===== src/rtl/evl_pkg.sv =====
// Shared types and codes for the overwrite-oldest event log.
// No dependencies; imported by every module of the block.
`default_nettype none

package evl_pkg;

    // Fixed field widths of the request and result channels
    localparam int FUNC_W    = 2;
    localparam int LEVEL_W   = 3;
    localparam int WORD_W    = 32;
    localparam int OFF_W     = 6;
    localparam int ENTRIES_W = 7;

    // Operation codes
    localparam logic [FUNC_W-1:0] FUNC_ADD   = 2'd0;
    localparam logic [FUNC_W-1:0] FUNC_READ  = 2'd1;
    localparam logic [FUNC_W-1:0] FUNC_CLEAR = 2'd2;

    // One stored ring entry
    typedef struct packed {
        logic [WORD_W-1:0]  seq;
        logic [WORD_W-1:0]  wall_time;
        logic [WORD_W-1:0]  uptime;
        logic [LEVEL_W-1:0] level;
        logic [WORD_W-1:0]  payload;
    } entry_t;

    // Entry RAM access strobes
    typedef struct packed {
        logic wr_en;
        logic rd_en;
    } ram_cmd_t;

    // Result of one request as decided by the pointer control
    typedef struct packed {
        logic                 found;
        logic                 from_ram;
        entry_t               entry;
        logic [ENTRIES_W-1:0] count;
    } res_info_t;

endpackage

`default_nettype wire


===== src/rtl/evl_ptr_ctrl.sv =====
// Ring pointers, fill count and sequence counter; slot address decode.
// Depends on evl_pkg; drives the entry RAM and the result register.
`default_nettype none

module evl_ptr_ctrl
    import evl_pkg::*;
#(
    parameter int RING_DEPTH = 64,
    parameter int PTR_W      = 6
) (
    input  wire logic               aclk,
    input  wire logic               aresetn,
    input  wire logic               accept,
    input  wire logic [FUNC_W-1:0]  func,
    input  wire logic [LEVEL_W-1:0] event_level,
    input  wire logic [WORD_W-1:0]  wall_time,
    input  wire logic [WORD_W-1:0]  uptime_secs,
    input  wire logic [WORD_W-1:0]  payload_word,
    input  wire logic [OFF_W-1:0]   newest_offset,
    output ram_cmd_t                ram_cmd,
    output logic [PTR_W-1:0]        ram_addr,
    output entry_t                  wr_entry,
    output res_info_t               res
);

    localparam int CNT_W = $clog2(RING_DEPTH + 1);
    localparam int CMP_W = (CNT_W > OFF_W) ? CNT_W : OFF_W;
    localparam int SUM_W = PTR_W + 1;

    logic [PTR_W-1:0]  head_reg, head_next;
    logic [CNT_W-1:0]  fill_reg, fill_next;
    logic [WORD_W-1:0] seq_reg, seq_next;

    logic              full;
    logic              hit;
    logic [WORD_W-1:0] seq_inc;
    logic [PTR_W-1:0]  head_inc;
    logic [CMP_W-1:0]  fill_ext, off_ext, rev_idx;
    logic [SUM_W-1:0]  tail_sum, read_sum;
    logic [PTR_W-1:0]  slot_tail, slot_read;

    // Sequence number skips zero on wrap
    assign seq_inc = (seq_reg == '1) ? WORD_W'(1) : (seq_reg + WORD_W'(1));

    assign full     = (fill_reg == CNT_W'(RING_DEPTH));
    assign head_inc = (head_reg == PTR_W'(RING_DEPTH - 1)) ? '0 : (head_reg + PTR_W'(1));

    // Tail slot: head + fill, wrapped once (fill below depth when not full)
    assign tail_sum  = {1'b0, head_reg} + {1'b0, fill_reg[PTR_W-1:0]};
    assign slot_tail = (tail_sum >= SUM_W'(RING_DEPTH))
                     ? PTR_W'(tail_sum - SUM_W'(RING_DEPTH)) : tail_sum[PTR_W-1:0];

    // Read slot: head + fill - 1 - offset, wrapped once
    assign fill_ext  = CMP_W'(fill_reg);
    assign off_ext   = CMP_W'(newest_offset);
    assign hit       = (off_ext < fill_ext);
    assign rev_idx   = fill_ext - CMP_W'(1) - off_ext;
    assign read_sum  = {1'b0, head_reg} + {1'b0, rev_idx[PTR_W-1:0]};
    assign slot_read = (read_sum >= SUM_W'(RING_DEPTH))
                     ? PTR_W'(read_sum - SUM_W'(RING_DEPTH)) : read_sum[PTR_W-1:0];

    // Entry written by an add
    always_comb begin
        wr_entry.seq       = seq_reg;
        wr_entry.wall_time = wall_time;
        wr_entry.uptime    = uptime_secs;
        wr_entry.level     = event_level;
        wr_entry.payload   = payload_word;
    end

    // Decode the request: pointer updates, RAM access, result
    always_comb begin
        head_next = head_reg;
        fill_next = fill_reg;
        seq_next  = seq_reg;
        ram_cmd   = '0;
        ram_addr  = slot_tail;
        res       = '0;
        unique case (func)
            FUNC_ADD: begin
                ram_cmd.wr_en = accept;
                seq_next      = seq_inc;
                if (full) begin
                    ram_addr  = head_reg;
                    head_next = head_inc;
                end else begin
                    fill_next = fill_reg + CNT_W'(1);
                end
                res.found = 1'b1;
                res.entry = wr_entry;
            end
            FUNC_READ: begin
                ram_addr = slot_read;
                if (hit) begin
                    ram_cmd.rd_en = accept;
                    res.found     = 1'b1;
                    res.from_ram  = 1'b1;
                end
            end
            FUNC_CLEAR: begin
                head_next = '0;
                fill_next = '0;
            end
            default: begin
            end
        endcase
        res.count = ENTRIES_W'(fill_next);
    end

    // Advance state on each accepted request
    always_ff @(posedge aclk) begin
        if (!aresetn) begin
            head_reg <= '0;
            fill_reg <= '0;
            seq_reg  <= WORD_W'(1);
        end else if (accept) begin
            head_reg <= head_next;
            fill_reg <= fill_next;
            seq_reg  <= seq_next;
        end
    end

endmodule

`default_nettype wire


===== config.mk =====
export PLATFORM = sky130hd
export DESIGN_NAME = evl_ptr_ctrl
export DESIGN_NICKNAME = d
export VERILOG_FILES = /design/src/rtl/evl_pkg.sv /design/src/rtl/evl_ptr_ctrl.sv
export SDC_FILE = /design/constraint.sdc
export NUM_CORES = 1
export LEC_CHECK = 0
export ABC_CLOCK_PERIOD_IN_PS = 5900
export BUFFER_PORTS_ARGS = -buffer_cell sky130_fd_sc_hd__buf_4
export CELL_PAD_IN_SITES_DETAIL_PLACEMENT = 1
export CELL_PAD_IN_SITES_GLOBAL_PLACEMENT = 1
export CORE_AREA = 2 2 150 152
export CTS_CLUSTER_SIZE = 12
export DETAILED_ROUTE_END_ITERATION = 6
export DIE_AREA = 0 0 152 154
export HOLD_SLACK_MARGIN = 0.15
export PLACE_DENSITY = 0.83
export SLEW_MARGIN = 25
export SYNTH_ARGS = -nofsm -noshare
export SYNTH_HDL_FRONTEND = slang
export SYNTH_SLANG_ARGS = --single-unit
export TNS_END_PERCENT = 30

===== constraint.sdc =====
create_clock -name aclk -period 5.9 [get_ports aclk]
set_clock_uncertainty 0.1 [all_clocks]
set_input_delay 0.885 -clock aclk [delete_from_list [all_inputs] [get_ports aclk]]
set_output_delay 0.885 -clock aclk [all_outputs]
set_load 0.01 [all_outputs]

After elaboration in Yosys (flattened, before gate mapping)
Cells that the tools add are included.

$add $sub $neg: 9. Magnitude comparators: 3. Equality and inequality tests: 6. Muxes and demuxes: 17. Reductions and logical operators: 4.

Operators by type and width (count): $mux W131 (1); $add A32 B1 Y32 const B (1); $eq A32 B32 Y1 const B (1); $mux W32 (1); $mux W6 (5); $pmux W6 S2 (2); $sub A6 B1 Y6 const B (3); $add A6 B6 Y7 (2); $ge A7 B7 Y1 const B (2); $pmux W7 S2 (1); $add A7 B1 Y7 const B (1); $eq A7 B7 Y1 const B (1); $lt A6 B7 Y1 (1); $mux W7 (1); $add A6 B1 Y6 const B (1); $eq A6 B6 Y1 const B (1); $sub A6 B6 Y6 (1); $mux W1 (4); $reduce_and A3 Y1 (1); $eq A2 B1 Y1 const B (1); $eq A2 B2 Y1 const B (1); $logic_not A2 Y1 (1); $mux W2 (1); $ne A2 B2 Y1 const B (1); other kinds (3) (3).

Register bits: 45. Input bits: 110. Output and inout bits: 279. Logic and storage cells: 42.

Depth between registers and ports, before layout
Word-level depth: 6. Gate-level depth with buffers: 13. Mapped depth without buffers: 13.

Worst setup path before layout
Ideal clock, no wire load.

Kind: in2out. Start: in newest_offset[0]. End: out ram_addr[5]. Arrival: 3.019 ns. Required time: 4.915 ns. Setup slack: 1.896 ns. Cell stages on the path: 12. Buffers on the path: 0. Path through: inv_1 ha_1 inv_1 fa_1 inv_1 ha_1 a211oi_1 o21bai_1 a21oi_1 xor2_1 mux2i_1 xor2_1.

Longest elaborated chain between the ends: 5. Elaborated cells between the ends (all ways): 6. Classes of those cells: add/sub: 3; order compare: 1; mux: 2.

Ends and longest elaborated chain: from (decl) (line evl_ptr_ctrl.sv:19) `input wire logic [OFF_W-1:0] newest_offset,`; $sub A6 B6 Y6 (*) (line evl_ptr_ctrl.sv:57) `assign rev_idx = fill_ext - CMP_W'(1) - off_ext;`; $add A6 B6 Y7 (*) (line evl_ptr_ctrl.sv:58) `assign read_sum = {1'b0, head_reg} + {1'b0, rev_idx[PTR_W-1:0]};`; $sub A6 B1 Y6 / $ge A7 B7 Y1 (equally long branches) (line evl_ptr_ctrl.sv:60, evl_ptr_ctrl.sv:59); $mux W6 (*) (line evl_ptr_ctrl.sv:60) `? PTR_W'(read_sum - SUM_W'(RING_DEPTH)) : read_sum[PTR_W-1:0];`; $pmux W6 S2 (*) (line evl_ptr_ctrl.sv:79) `unique case (func)`; to (decl) (line evl_ptr_ctrl.sv:21) `output logic [PTR_W-1:0] ram_addr,`.

Every way passes the cells marked *; elsewhere a longest branch is shown, timed or not.

Worst setup path in the final report
Same ends and word-level chain as after synthesis.

==> flow_summary.ini <==
[outcome]
status = completed

[logic_synthesis]
ys_ff_latch = 45
synthMuxAreaShare = 0.00631
synth_cells = 632
synthArstFlopShare = 0
synthSimpleGateAreaFrac = 0.343
synth_top_cell_by_area = dfxtp_1
synthFlopType = dfxtp_1
avgSynthCellArea_um2 = 7.53
synth_nets = 770
synth_edf_count = 0
yosysSeqAreaShare = 0.189
synth_adder_area_share = 0.0783
synth_area_leaders = dfxtp_1 (19%), and2_1 (18%), buf_4 (16%)
synthXorXnorAreaFrac = 0.0718
synth_top_family_by_area = simple AND/OR/NAND/NOR gates
synth_top_area_frac = 0.189
ys_types = 54
synth-compound-area-share = 0.119
netlist_area_mm2 = 0.00476
ys_warn_count = 0

[clocking]
cts_buffers = 5
cts_tree = done
root_buffer = clkbuf_16
htree_levels = 2
clkSlewWorstSetupHoldPaths_ns = 0.07
cts-resized-gates = 0
clk_path_buf_depth = 2
cts_setup_buffers = 0
cts_hold_buf = 0
clk_latency_ns = 0.30
clkSinkCount = 45

[timing]
finalCritPeriodShare = 0.739
hold_viol_final = 0
fin_setup_tns_ns = 0
worst_pin_slew_ns = 0.773
finalWorstSetupSlack_ns = 1.54
rsz0062_at_grt = false
setup_viol = 0
finalMaxSlewViolations = 0
relSlewSlack = 0.485
period_minus_slack_ns = 4.36
whs_ns = 0.450
fmax_ghz = 0.229

[setup_path]
cpPeakStageDelay_ns = 0.54
required_ns = 4.91
crit_path_end_kind = primary output
reg2reg_to = seq_reg[12]
crit_chain = buf_4 > inv_1 > ha_1 > inv_1 > fa_1 > inv_1 > ha_1 > a211oi_1 > o21bai_1 > a21oi_1 > xor2_1 > mux2i_1 > xor2_1 > buf_4
worst-path-buf-inv = 5
crit_type = in -> out
crit_path_start_kind = primary input
arrival_ns = 3.38
reg2reg_slack_ns = 3.29
worst-r2r-cell-count = 6
path_max_fanout = 3
path_delay_family = adder cells
cp_slowest_cell = fa_1
reg2reg_from = seq_reg[3]
cp_common_cell = inv_1

[die]
rows = 54
die_h_um = 154
die_x_um = 152
die_area_mm2 = 0.0234
start_util = 0.219
ios = 389
core_mm2 = 0.0217

[placement]
gp_congestion = 0.849
hpwl_mm = 23.3
dp.cells = 1179
post-place-ws_ns = 1.53
port_buffers = 388

[global_route]
grt_start_max_net_pins = 96
grt_pass1_vias = 5374
antenna_found_initial = 4
track_usage = 0.219
overflow = 0
grt_pass1_wl_mm = 38.0

[final_layout]
area_growth_pct = 54.7
antennaDiodeCount = 0
largest_register_ffs = 32
final_cell_mix = buf_4 (389), and2_1 (135), nor2_1 (48), dfxtp_1 (45), nand2_1 (31)
fillCellCount = 2686
layoutNonFillerInstCount = 1187
fin_nets = 1044
post_route_cells_drive_above_1_share = 0.452
final_common_cell = buf_4

[min_path]
min-delay-start = seq_reg[28]
hold_end = seq_reg[28]
min_path_type = reg -> reg
hold_depth = 2

[route]
first_pass_iters = 4
num_vias = 5299
vias_per_cell = 4.46
drtAntennaViolNets = 0
route.detailed.drc = 0
initialDrtViolationCount = 269
wire_per_inst_um = 22.9
wirelength_mm = 27.2

[power]
p_per_area_mw_per_mm2 = 129
ir_drop_mv = 0.118
p_leak_nw = 3.68

[flow_run]
max_cap_violations = 0
==> tightest hold or removal path: stages (launching register included) <==
cell      delay [ns]
dfxtp_1         0.33
o311ai_0        0.10
o41ai_1         0.08
==> worst max path at each step <==
stage / startpoint / to / slack (ns) / depth (start not counted)
floorplan: newest_offset[0] / ram_addr[5] / 1.90 / 12
global placement: newest_offset[0] / ram_addr[5] / 1.59 / 14
detailed placement: newest_offset[0] / ram_addr[5] / 1.53 / 14
CTS: newest_offset[0] / ram_addr[5] / 1.52 / 14
global route: newest_offset[0] / ram_addr[5] / 1.34 / 14
finish: newest_offset[0] / ram_addr[5] / 1.54 / 14
==> stage by stage <==
| stage | cell area, um^2 | util | total power [mW] |
|---|---|---|---|
| after floorplan | 4760 | - | 0.481 |
| after global placement | 7200 | 0.332 | 0.658 |
| after detailed placement | 7200 | 0.332 | 0.662 |
| after CTS | 7350 | 0.339 | 0.963 |
| after global routing | 7360 | 0.339 | 0.994 |
| final | 7360 | 0.339 | 0.951 |
==> where the power goes <==
part | switching [mW] | internal [mW] | total [mW]
clock network | 0.140 | 0.160 | 0.300
registers | 0.00513 | 0.306 | 0.311
logic | 0.175 | 0.166 | 0.341
total | 0.320 | 0.631 | 0.951
==> cell type report <==
class / count / area (um^2) / area share
multi-input combinational: 443 / 2960 / 0.402
timing repair buffer: 389 / 2920 / 0.397
clock inverter: 3 / 25.0 / 0.00340
sequential: 45 / 901 / 0.122
inverter: 22 / 82.6 / 0.0112
clock buffer: 5 / 125 / 0.0170
tap: 280 / 350 / 0.0476
==> routing by layer <==
metal	share of wire	wire, um	global-route usage	vias to the layer above
li1	-	-	-	2540
met3	0.12	3280	0.111	19
met2	0.46	12600	0.351	210
met1	0.40	10800	0.264	2526
met5	0.00084	23	0	-
met4	0.019	531	0.0458	4
==> logic make-up after synthesis <==
family / count (synthesis)
multiplexers: 3
adder cells (fa/ha/maj): 28
flip-flops: 45
AND/OR/NAND/NOR: 288
XOR/XNOR: 39
buffers and inverters: 144
AO/OA/AOI/OAI: 85
==> cells in the mapped netlist, types with 2 or more instances <==
cell type / count
a211oi_1: 5
a21boi_0: 5
a21o_1: 7
a21oi_1: 12
a22oi_1: 5
a31oi_1: 2
and2_1: 135
and3_1: 6
and4_1: 3
buf_2: 3
buf_4: 99
clkbuf_1: 20
dfxtp_1: 45
fa_1: 3
ha_1: 25
inv_1: 22
mux2i_1: 3
nand2_1: 31
nand2b_1: 6
nand3_1: 23
nand4_1: 7
nor2_1: 49
nor2b_1: 4
nor3_1: 7
nor3b_1: 3
o2111ai_1: 2
o21a_1: 5
o21ai_0: 21
o21ai_2: 2
o21bai_1: 3
o22ai_1: 2
o311ai_0: 3
o31ai_1: 3
o41ai_1: 3
or4_1: 2
xnor2_1: 15
xor2_1: 24
Note: power is estimated with default switching activity, not from simulation.
